===== config.mk =====
export PLATFORM = sky130hd
export DESIGN_NAME = streaming_substring_search
export DESIGN_NICKNAME = d
export VERILOG_FILES = /design/src/hdl/ssearch_pkg.sv /design/src/hdl/streaming_substring_search.sv /design/src/hdl/ssearch_cfg_regs.sv /design/src/hdl/ssearch_core.sv
export SDC_FILE = /design/constraint.sdc
export NUM_CORES = 1
export LEC_CHECK = 0
export ABC_AREA = 0
export BUFFER_PORTS_ARGS = -buffer_cell sky130_fd_sc_hd__buf_2
export CORE_MARGIN = 1.5
export CORE_UTILIZATION = 65
export CTS_CLUSTER_SIZE = 16
export DETAILED_ROUTE_END_ITERATION = 10
export PLACE_DENSITY = 0.83
export SETUP_SLACK_MARGIN = 0.05
export SYNTH_ARGS = -nofsm -noshare
export SYNTH_HDL_FRONTEND = slang
export SYNTH_SLANG_ARGS = --single-unit

===== constraint.sdc =====
create_clock -name clk -period 17.61 [get_ports clk]
set_clock_uncertainty 0.05 [all_clocks]
set_input_delay 1.761 -clock clk [delete_from_list [all_inputs] [get_ports clk]]
set_output_delay 1.761 -clock clk [all_outputs]
set_load 0.01 [all_outputs]

===== src/hdl/ssearch_pkg.sv =====
// Shared types and constants for the streaming substring search block.
`timescale 1ns / 1ps

package ssearch_pkg;

    localparam int NEEDLE_BYTES = 16;
    localparam int LEN_W        = 5;
    localparam int CFG_DATA_W   = 64;
    localparam int CFG_IDX_W    = 2;
    localparam int OFF_OUT_W    = 32;
    localparam int BYTE_W       = 8;

    // Register indexes on the configuration port.
    localparam logic [CFG_IDX_W-1:0] CFG_NEEDLE_FIRST = 2'd0;
    localparam logic [CFG_IDX_W-1:0] CFG_NEEDLE_LAST  = 2'd1;
    localparam logic [CFG_IDX_W-1:0] CFG_NEEDLE_LEN   = 2'd2;

    // Input item kinds.
    localparam logic KIND_BYTE = 1'b0;
    localparam logic KIND_END  = 1'b1;

    typedef struct packed {
        logic [NEEDLE_BYTES-1:0][BYTE_W-1:0] needle;
        logic [LEN_W-1:0]                    length;
    } cfg_t;

    typedef struct packed {
        logic                 valid;
        logic                 found;
        logic [OFF_OUT_W-1:0] offset;
    } result_t;

endpackage


===== src/hdl/streaming_substring_search.sv =====
// Top level of the streaming substring search: input register, core and result register.
//
// Channel   Dir  tdata bits (low up)     tuser bits          Meaning
// s_axis    in   [7:0] data_byte         [0] kind            haystack byte or end marker
// m_axis    out  [31:0] match_offset     [0] found           one result per haystack
// cfg       in   cfg_data[63:0]          cfg_index[1:0]      needle bytes and length
//
// One item is taken per clock unless m_axis stalls; its result comes via both registers.
// The needle compare is combinational between the input and result registers.
// A stall on m_axis holds the result register and stops input once the input register fills.
// Reset clears the counters, the handshake state and the needle to length one, all zero.
`timescale 1ns / 1ps

module streaming_substring_search
    import ssearch_pkg::*;
#(
    parameter int MAX_NEEDLE  = 16,
    parameter int OFFSET_BITS = 32
)
(
    input  logic                  clk,
    input  logic                  rst_n,
    input  logic                  s_axis_tvalid,
    output logic                  s_axis_tready,
    input  logic [BYTE_W-1:0]     s_axis_tdata,   // [7:0] data_byte
    input  logic                  s_axis_tuser,   // [0] kind
    output logic                  m_axis_tvalid,
    input  logic                  m_axis_tready,
    output logic [OFF_OUT_W-1:0]  m_axis_tdata,   // [31:0] match_offset
    output logic                  m_axis_tuser,   // [0] found
    input  logic                  cfg_we,
    input  logic [CFG_IDX_W-1:0]  cfg_index,
    input  logic [CFG_DATA_W-1:0] cfg_data
);

    cfg_t              cfg;
    result_t           res;
    logic              in_valid_reg;
    logic              in_kind_reg;
    logic [BYTE_W-1:0] in_byte_reg;
    logic              out_valid_reg;
    logic              out_found_reg;
    logic [OFF_OUT_W-1:0] out_offset_reg;
    logic              step;

    // The held item is processed whenever the result register can take a result.
    assign step          = in_valid_reg && (!out_valid_reg || m_axis_tready);
    assign s_axis_tready = !in_valid_reg || step;

    ssearch_cfg_regs u_cfg (
        .clk       (clk),
        .rst_n     (rst_n),
        .cfg_we    (cfg_we),
        .cfg_index (cfg_index),
        .cfg_data  (cfg_data),
        .cfg       (cfg)
    );

    ssearch_core #(
        .MAX_NEEDLE  (MAX_NEEDLE),
        .OFFSET_BITS (OFFSET_BITS)
    ) u_core (
        .clk       (clk),
        .rst_n     (rst_n),
        .step      (step),
        .kind      (in_kind_reg),
        .data_byte (in_byte_reg),
        .cfg       (cfg),
        .res       (res)
    );

    always_ff @(posedge clk or negedge rst_n)
    begin
        if (!rst_n)
        begin
            in_valid_reg  <= 1'b0;
            out_valid_reg <= 1'b0;
        end
        else
        begin
            if (s_axis_tvalid && s_axis_tready)
            begin
                in_valid_reg <= 1'b1;
            end
            else if (step)
            begin
                in_valid_reg <= 1'b0;
            end

            if (step && res.valid)
            begin
                out_valid_reg <= 1'b1;
            end
            else if (m_axis_tready)
            begin
                out_valid_reg <= 1'b0;
            end
        end
    end

    always_ff @(posedge clk)
    begin
        if (s_axis_tvalid && s_axis_tready)
        begin
            in_kind_reg <= s_axis_tuser;
            in_byte_reg <= s_axis_tdata;
        end
        if (step && res.valid)
        begin
            out_found_reg  <= res.found;
            out_offset_reg <= res.offset;
        end
    end

    assign m_axis_tvalid = out_valid_reg;
    assign m_axis_tdata  = out_offset_reg;
    assign m_axis_tuser  = out_found_reg;

endmodule


===== src/hdl/ssearch_cfg_regs.sv =====
// Configuration registers holding the needle bytes and the needle length.
`timescale 1ns / 1ps

module ssearch_cfg_regs
    import ssearch_pkg::*;
(
    input  logic                  clk,
    input  logic                  rst_n,
    input  logic                  cfg_we,
    input  logic [CFG_IDX_W-1:0]  cfg_index,
    input  logic [CFG_DATA_W-1:0] cfg_data,
    output cfg_t                  cfg
);

    cfg_t cfg_reg;
    cfg_t cfg_next;

    always_comb
    begin
        cfg_next = cfg_reg;
        if (cfg_we)
        begin
            case (cfg_index)
                CFG_NEEDLE_FIRST: cfg_next.needle[7:0]  = cfg_data;
                CFG_NEEDLE_LAST:  cfg_next.needle[15:8] = cfg_data;
                CFG_NEEDLE_LEN:   cfg_next.length       = cfg_data[LEN_W-1:0];
                default:          cfg_next = cfg_reg;
            endcase
        end
    end

    always_ff @(posedge clk or negedge rst_n)
    begin
        if (!rst_n)
        begin
            cfg_reg.needle <= '0;
            cfg_reg.length <= LEN_W'(1);
        end
        else
        begin
            cfg_reg <= cfg_next;
        end
    end

    assign cfg = cfg_reg;

endmodule


===== src/hdl/ssearch_core.sv =====
// Sliding byte window, haystack counters and the parallel needle compare.
`timescale 1ns / 1ps

module ssearch_core
    import ssearch_pkg::*;
#(
    parameter int MAX_NEEDLE  = 16,
    parameter int OFFSET_BITS = 32
)
(
    input  logic              clk,
    input  logic              rst_n,
    input  logic              step,
    input  logic              kind,
    input  logic [BYTE_W-1:0] data_byte,
    input  cfg_t              cfg,
    output result_t           res
);

    localparam int SEEN_W = $clog2(MAX_NEEDLE + 1);
    localparam int IDX_W  = $clog2(MAX_NEEDLE);
    localparam logic [LEN_W-1:0]       MAX_LEN  = LEN_W'(MAX_NEEDLE);
    localparam logic [SEEN_W-1:0]      SEEN_MAX = SEEN_W'(MAX_NEEDLE);
    localparam logic [OFFSET_BITS-1:0] POS_MAX  = '1;

    logic [BYTE_W-1:0]      window_reg [MAX_NEEDLE];
    logic [BYTE_W-1:0]      window_next [MAX_NEEDLE];
    logic [BYTE_W-1:0]      win_shift [MAX_NEEDLE];
    logic [SEEN_W-1:0]      seen_reg, seen_next, seen_inc;
    logic [OFFSET_BITS-1:0] pos_reg, pos_next, pos_inc, off_full;
    logic                   done_reg, done_next;
    logic [LEN_W-1:0]       len_used;
    logic                   match;

    assign len_used = (cfg.length > MAX_LEN) ? MAX_LEN : cfg.length;
    assign seen_inc = (seen_reg == SEEN_MAX) ? seen_reg : seen_reg + SEEN_W'(1);
    assign pos_inc  = (pos_reg == POS_MAX) ? pos_reg : pos_reg + OFFSET_BITS'(1);
    // The match starts len - 1 bytes before the byte that completes it.
    assign off_full = pos_reg - OFFSET_BITS'(len_used) + OFFSET_BITS'(1);

    always_comb
    begin
        win_shift[0] = data_byte;
        for (int i = 1; i < MAX_NEEDLE; i++)
        begin
            win_shift[i] = window_reg[i-1];
        end
    end

    // Needle byte i sits len - 1 - i places behind the newest window byte.
    always_comb
    begin
        logic [LEN_W-1:0] diff;
        diff  = '0;
        match = 1'b1;
        for (int i = 0; i < MAX_NEEDLE; i++)
        begin
            if (LEN_W'(i) < len_used)
            begin
                diff = len_used - LEN_W'(i) - LEN_W'(1);
                if (win_shift[diff[IDX_W-1:0]] != cfg.needle[i])
                begin
                    match = 1'b0;
                end
            end
        end
    end

    always_comb
    begin
        window_next = window_reg;
        seen_next   = seen_reg;
        pos_next    = pos_reg;
        done_next   = done_reg;
        res         = '0;
        if (step)
        begin
            if (kind == KIND_END)
            begin
                res.valid = !done_reg;
                res.found = (len_used == '0);
                seen_next = '0;
                pos_next  = '0;
                done_next = 1'b0;
            end
            else if (!done_reg)
            begin
                window_next = win_shift;
                seen_next   = seen_inc;
                pos_next    = pos_inc;
                if (len_used == '0)
                begin
                    done_next = 1'b1;
                    res.valid = 1'b1;
                    res.found = 1'b1;
                end
                else if ((LEN_W'(seen_inc) >= len_used) && match)
                begin
                    done_next  = 1'b1;
                    res.valid  = 1'b1;
                    res.found  = 1'b1;
                    res.offset = OFF_OUT_W'(off_full);
                end
            end
        end
    end

    // Window bytes past the fill count are never compared, so they need no reset.
    always_ff @(posedge clk)
    begin
        window_reg <= window_next;
    end

    always_ff @(posedge clk or negedge rst_n)
    begin
        if (!rst_n)
        begin
            seen_reg <= '0;
            pos_reg  <= '0;
            done_reg <= 1'b0;
        end
        else
        begin
            seen_reg <= seen_next;
            pos_reg  <= pos_next;
            done_reg <= done_next;
        end
    end

endmodule


## After elaboration in Yosys (flattened, before gate mapping)

Index checks and enable logic that the tools add are counted.

| word-level totals | value |
|---|---|
| bits in registers | 335 |
| input bits | 80 |
| word-level logic and storage cells | 273 |

| operators by class | value |
|---|---|
| bitwise operators | 20 |
| multiplexer cells | 102 |
| magnitude comparators | 34 |
| eq/ne operators | 22 |
| add/subtract/negate cells | 34 |
| reduce and logical (&&, ||, !) cells | 20 |

Operators with widths:

| operator | number |
|---|---|
| 8-bit binary-select mux with 4-bit select | 16 |
| 8-bit 2-to-1 mux | 32 |
| 32-bit 2-to-1 mux | 5 |
| 8-bit != test | 16 |
| 34-bit 2-to-1 mux | 3 |
| 5-bit greater-or-equal comparator (second input constant) | 16 |
| 4-bit NOT with 5-bit output | 16 |
| 32-bit by 1-bit adder with 32-bit output (second input constant) | 2 |
| 4-bit by 1-bit subtractor with 4-bit output (second input constant) | 16 |
| 4-bit by 5-bit < comparator with 1-bit output (first input constant) | 8 |
| 1-bit 2-to-1 mux | 40 |
| 32-bit == test (second input constant) | 1 |
| 32-bit by 5-bit subtractor with 32-bit output | 1 |
| 4-bit subtractor (second input constant) | 8 |
| 3-bit by 5-bit < comparator with 1-bit output (first input constant) | 4 |
| 5-bit 2-to-1 mux | 4 |
| 4-bit by 3-bit subtractor with 4-bit output (second input constant) | 4 |
| 1-bit by 5-bit < comparator with 1-bit output (first input constant) | 2 |
| 2-bit by 5-bit < comparator with 1-bit output (first input constant) | 2 |
| 2-bit AND reduction | 4 |
| 4-bit by 2-bit subtractor with 4-bit output (second input constant) | 2 |
| 3-bit AND reduction | 2 |
| 5-bit by 1-bit adder with 5-bit output (second input constant) | 1 |
| 5-bit == test (second input constant) | 1 |
| 14 further kinds | 26 |

## Longest topological paths before layout

| logic depth | value |
|---|---|
| word-level depth | 48 |
| gate-level depth with buffers | 26 |

## By module

From an unflattened synthesis, not the netlist that was laid out.

| unflattened totals | value |
|---|---|
| cell total of the unflattened synthesis | 2551 |
| area total of the unflattened synthesis | 27457.6 um^2 |

By module, submodules not included:

| module | area each (um^2) | instances | sequential area each (um^2) | cells each |
|---|---|---|---|---|
| ssearch_core | 20723.6 | 1 | 4554.4 | 2216 |
| ssearch_cfg_regs | 5361.4 | 1 | 3329.4 | 283 |
| streaming_substring_search | 1372.6 | 1 | 1311.3 | 52 |

## Worst setup path before layout

Ideal clock, no wire load.

| timing path | value |
|---|---|
| path type | input -> register |
| from | input m_axis_tready |
| to | register out_offset_reg[14] (netlist: m_axis_tdata[14]) (data pin) |
| setup slack | 8.933 ns |
| arrival | 8.477 ns |
| cell stages on the path | 7 |
| data required time | 17.411 ns |
| path through | nand2b_1 and2_1 o21ai_0 nor2_1 and3_2 buf_6 nor3b_2 |

| between the ends | value |
|---|---|
| longest elaborated chain between the ends | 4 |

Ends and longest elaborated chain:

| what | line | RTL |
|---|---|---|
| start, declared | streaming_substring_search.sv:28 | `input logic m_axis_tready,` |
| 1-bit logical OR | streaming_substring_search.sv:47 | `assign step = in_valid_reg && (!out_valid_reg \|\| m_axis_tready);` |
| 1-bit logical AND | streaming_substring_search.sv:47 |  |
| 1-bit NOT (no source line) | -- |  |
| 5-bit OR reduction (no source line) | -- |  |
| end signal, assigned | streaming_substring_search.sv:111 | `out_offset_reg <= res.offset;` |
| end, declared | streaming_substring_search.sv:43 | `logic [OFF_OUT_W-1:0] out_offset_reg;` |

Every way passes these cells.
A chain may end at the register's enable or synchronous reset.

## Final worst setup path

| timing path | value |
|---|---|
| from | register u_cfg.cfg_reg (netlist bit u_cfg.cfg[4]) |
| to | register out_offset_reg[10] (netlist: m_axis_tdata[10]) (enable) |

| between the ends | value |
|---|---|
| longest elaborated chain between the ends | 47 |
| elaborated cells on any way between the ends | 169 |
| classes of those cells | add/sub: 30; order compare: 18; eq/ne: 16; mux: 86; bitwise: 16; reduce/logical: 3 |

Ends and longest elaborated chain:

| what | line | RTL |
|---|---|---|
| start, declared | ssearch_cfg_regs.sv:15 | `cfg_t cfg_reg;` |
| start signal, assigned | ssearch_cfg_regs.sv:41 | `cfg_reg <= cfg_next;` |
| 5-bit > comparator | ssearch_core.sv:35 | `assign len_used = (cfg.length > MAX_LEN) ? MAX_LEN : cfg.length;` |
| 5-bit 2-to-1 mux (*) | ssearch_core.sv:35 |  |
| branches (longest 40 deep; another with 4-bit by 1-bit subtractor with 4-bit output) | -- |  |
| 2-bit 2-to-1 mux (*) | ssearch_core.sv:91 | `if (len_used == '0)` |
| 34-bit 2-to-1 mux (*) | ssearch_core.sv:86 | `else if (!done_reg)` |
| 2-bit 2-to-1 mux (*) | ssearch_core.sv:78 | `if (kind == KIND_END)` |
| 34-bit 2-to-1 mux (*) | ssearch_core.sv:76 | `if (step)` |
| 1-bit logical AND (*) | streaming_substring_search.sv:108 | `if (step && res.valid)` |

Mark *: on every way between the ends. The select of a mux whose other input is x is not followed.

==> metrics.txt <==
top-count cell post-synth mux2i_1; filler instances between 2000 and 3000; reg2reg setup slack slightly below 10 ns; Area contributors post-synth edfxtp_1 (19%), dfrtp_1 (16%), mux2i_1 (14%); CP Class flop to flop; Final Setup Violations 0; total track usage 45.33%; root buffer cell clkbuf_16; die height about 200 um; Post-Synthesis Cells approximately 2400; worst min path class flop to flop; Peak Freq about 130 MHz; CTS buffer count 37; total wire length a little over 90000 um; final std cells w/o fill between 2000 and 3000; power density over the cells approximately 140 nW/um^2; vias in the first global route 21210; crit start category flop; Clock Path Buffers 3; asr flop ratio synth between 50% and 60%; clk sink count approximately 340; Area growth syn-to-layout 8.093%; Crit path required time roughly 18 ns; final net count between 2000 and 3000; Pins Over Slew Limit 0; Core Region 39730 sq um; htree depth 2; Post-Syn Area approximately 26000 sq um; worst slew pin tran between 1 and 1.5 ns; DP HPWL 67550 um; FF+latch area between 9000 and 10000 sq um; Post-Syn Nets around 2500; fin crit period between 7 and 8 ns; CP endpoint kind flop; DIE AREA ~41000 sq um; Die Wd about 200 um; Site Rows between 70 and 80; Starting Density roughly two thirds; design area roughly 28000 sq um; RSZ-0062 raised after global routing false; Port Buffer Count 114; fraction of layout cells with a size suffix above 1 20.85%; Placer Congestion 1.067; number of flops mapped to enable cells by yosys approximately 160; pin count of the biggest net entering global routing 75; Initial DRC Count approximately 3300; Max FO, Critical Path 50; first-pass GRT wire length roughly 140000 um; Distinct cells, synth 95; post-synthesis register bit count approximately 340; Worst-path clk slew ~0.060 ns; drt drc 0; DR WL/cell 31.54 um; CTS tree built; DR pass1 iterations 5; dpl cells 2899; Max IR drop VDD 127.2 uV; LEAKAGE 11.55 nW; antenna-violating nets left 0; Slew headroom under 10%; cts hold-fix bufs 0; initial antenna violation count 1; warnings from Yosys 0; cts repair resizes 0; # Post-CTS Setup Buffers 0; crit share post-route roughly 45%; Worst EP arrival between 8 and 9 ns; max FFs per register approximately 130; Synth top area share a little under a fifth; sequential fraction of the synthesis area 35.17%; DR vias/cell 7.271; Setup TNS 0 ns; Avg Inst Size Synth 11.02 sq um; gr ovfl total 0; Synth Flop Type dfrtp_1; Yosys top cell by area edfxtp_1; Post-DP Area 26990 sq um; Final Hold Violating Endpoints 0; DR vias between 20000 and 25000; MaxCap Viol Count 0; Synth top cells by count mux2i_1 (356), dfrtp_1 (172), edfxtp_1 (162); num ports around 120; multi-input logic area about 16000 sq um; worst skew pair latency between 0.5 and 0.6 ns; status completed
## worst paths after layout
kind | from | to | depth (start not counted)
hold reg to reg | u_cfg.cfg[16] | u_cfg.cfg[16] | 1
setup / recovery | u_cfg.cfg[4] | m_axis_tdata[10] | 17
setup reg to reg | u_cfg.cfg[4] | m_axis_tdata[10] | 17
min in group asynchronous | rst_n | u_cfg.cfg[12] | 1
max in group asynchronous | rst_n | u_cfg.cfg[16] | 2
hold / removal | u_cfg.cfg[16] | u_cfg.cfg[16] | 1
## where the power goes
| part | total [W] | switching [W] | internal [W] | leakage (nW) |
|---|---|---|---|---|
| logic | 0.00196 | 0.00118 | 0.000785 | 7.31 |
| clock network | 0.000831 | 0.000350 | 0.000481 | 0.607 |
| registers | 0.00113 | 0.000176 | 0.000950 | 3.64 |
| total | 0.00392 | 0.00170 | 0.00222 | 11.6 |
## critical path, stage by stage (launching register included)
cell	delay (ns)
dfrtp_1	0.42
buf_4	0.31
nor2b_4	0.21
buf_4	0.50
buf_4	0.71
buf_4	0.66
mux2i_1	0.39
mux2i_1	0.23
a211oi_1	0.06
o41ai_1	0.31
o2111ai_1	0.16
a2111oi_1	1.18
nand3_1	0.19
or4_1	0.46
o2bb2ai_1	0.17
nor4_4	0.39
o31ai_1	0.21
nor2_4	0.74
## kinds of logic (layout without fill, tap and decap cells)
| kind of cell | Yosys count | count (layout) | synth area share (%) |
|---|---|---|---|
| compound gates | 394 | 394 | 10.61 |
| buf+inv | 221 | 289 | 3.939 |
| xor+xnor | 261 | 261 | 8.873 |
| other cells | 0 | 1 | 0 |
| simple gates | 480 | 480 | 9.251 |
| flops | 335 | 335 | 35.17 |
| mux | 607 | 607 | 28.54 |
| fa+ha+maj | 75 | 75 | 3.618 |
## layout by cell type, fill, tap and decap left out, types with 7 or more instances in the layout
master | Yosys | layout
o2111ai_1 | 14 | 14
nand3b_1 | 8 | 8
a2bb2oi_1 | 14 | 14
xor2_1 | 120 | 120
buf_2 | 54 | 113
nor2_1 | 108 | 105
a22o_1 | 8 | 8
nor2b_1 | 13 | 12
a21o_1 | 13 | 13
edfxtp_1 | 162 | 162
nand3_1 | 49 | 49
mux2_2 | 155 | 155
mux2i_1 | 356 | 353
inv_1 | 59 | 59
xnor2_1 | 138 | 138
nor3_1 | 30 | 30
buf_4 | 15 | 42
dfrtp_1 | 172 | 172
nand2b_1 | 12 | 11
and2_1 | 31 | 31
clkbuf_1 | 57 | 7
a31oi_1 | 18 | 18
nand4_1 | 19 | 19
o21bai_1 | 10 | 10
o211ai_1 | 14 | 14
ha_1 | 74 | 73
a22oi_1 | 31 | 31
clkbuf_16 | 0 | 38
mux4_2 | 93 | 93
a32oi_1 | 8 | 8
nor4_1 | 18 | 18
o22ai_1 | 32 | 32
nand2_1 | 132 | 132
a21oi_1 | 76 | 76
a211oi_1 | 14 | 14
and3_1 | 21 | 21
o22a_1 | 12 | 12
o21ai_0 | 45 | 45
a221oi_1 | 14 | 14
## per-layer routing
| metal | wire length [um] | global-route usage (%) | up-vias |
|---|---|---|---|
| met5 | 0 | 0 | - |
| met4 | 7184 | 29.47 | 0 |
| met3 | 11590 | 13.74 | 403 |
| met2 | 40110 | 66.54 | 1503 |
| met1 | 34680 | 58.28 | 10650 |
| li1 | - | - | 9015 |
## per-stage QoR
stage               hold WS, ns  utilization, %  worst slack (ns)  total power [W]
detailed placement       0.4669           67.94             10.11         0.003009
global placement         0.4601           67.94             10.26         0.002968
CTS                      0.4789           71.12             10.07         0.003842
finish                   0.4761           71.13             9.728         0.003917
floorplan                0.3706               -             8.933         0.002423
global route             0.4918           71.12             9.436         0.004034
## final cells by class
type	instances	area share (%)
antenna	1	0.008855
clock buffer	46	3.506
clock inverter	21	0.9696
inverter	66	0.8943
multi-input combinational	1817	56.59
sequential	335	32.55
tap	525	2.324
timing repair buffer	156	3.157
Power figures use the tool's default switching activity.
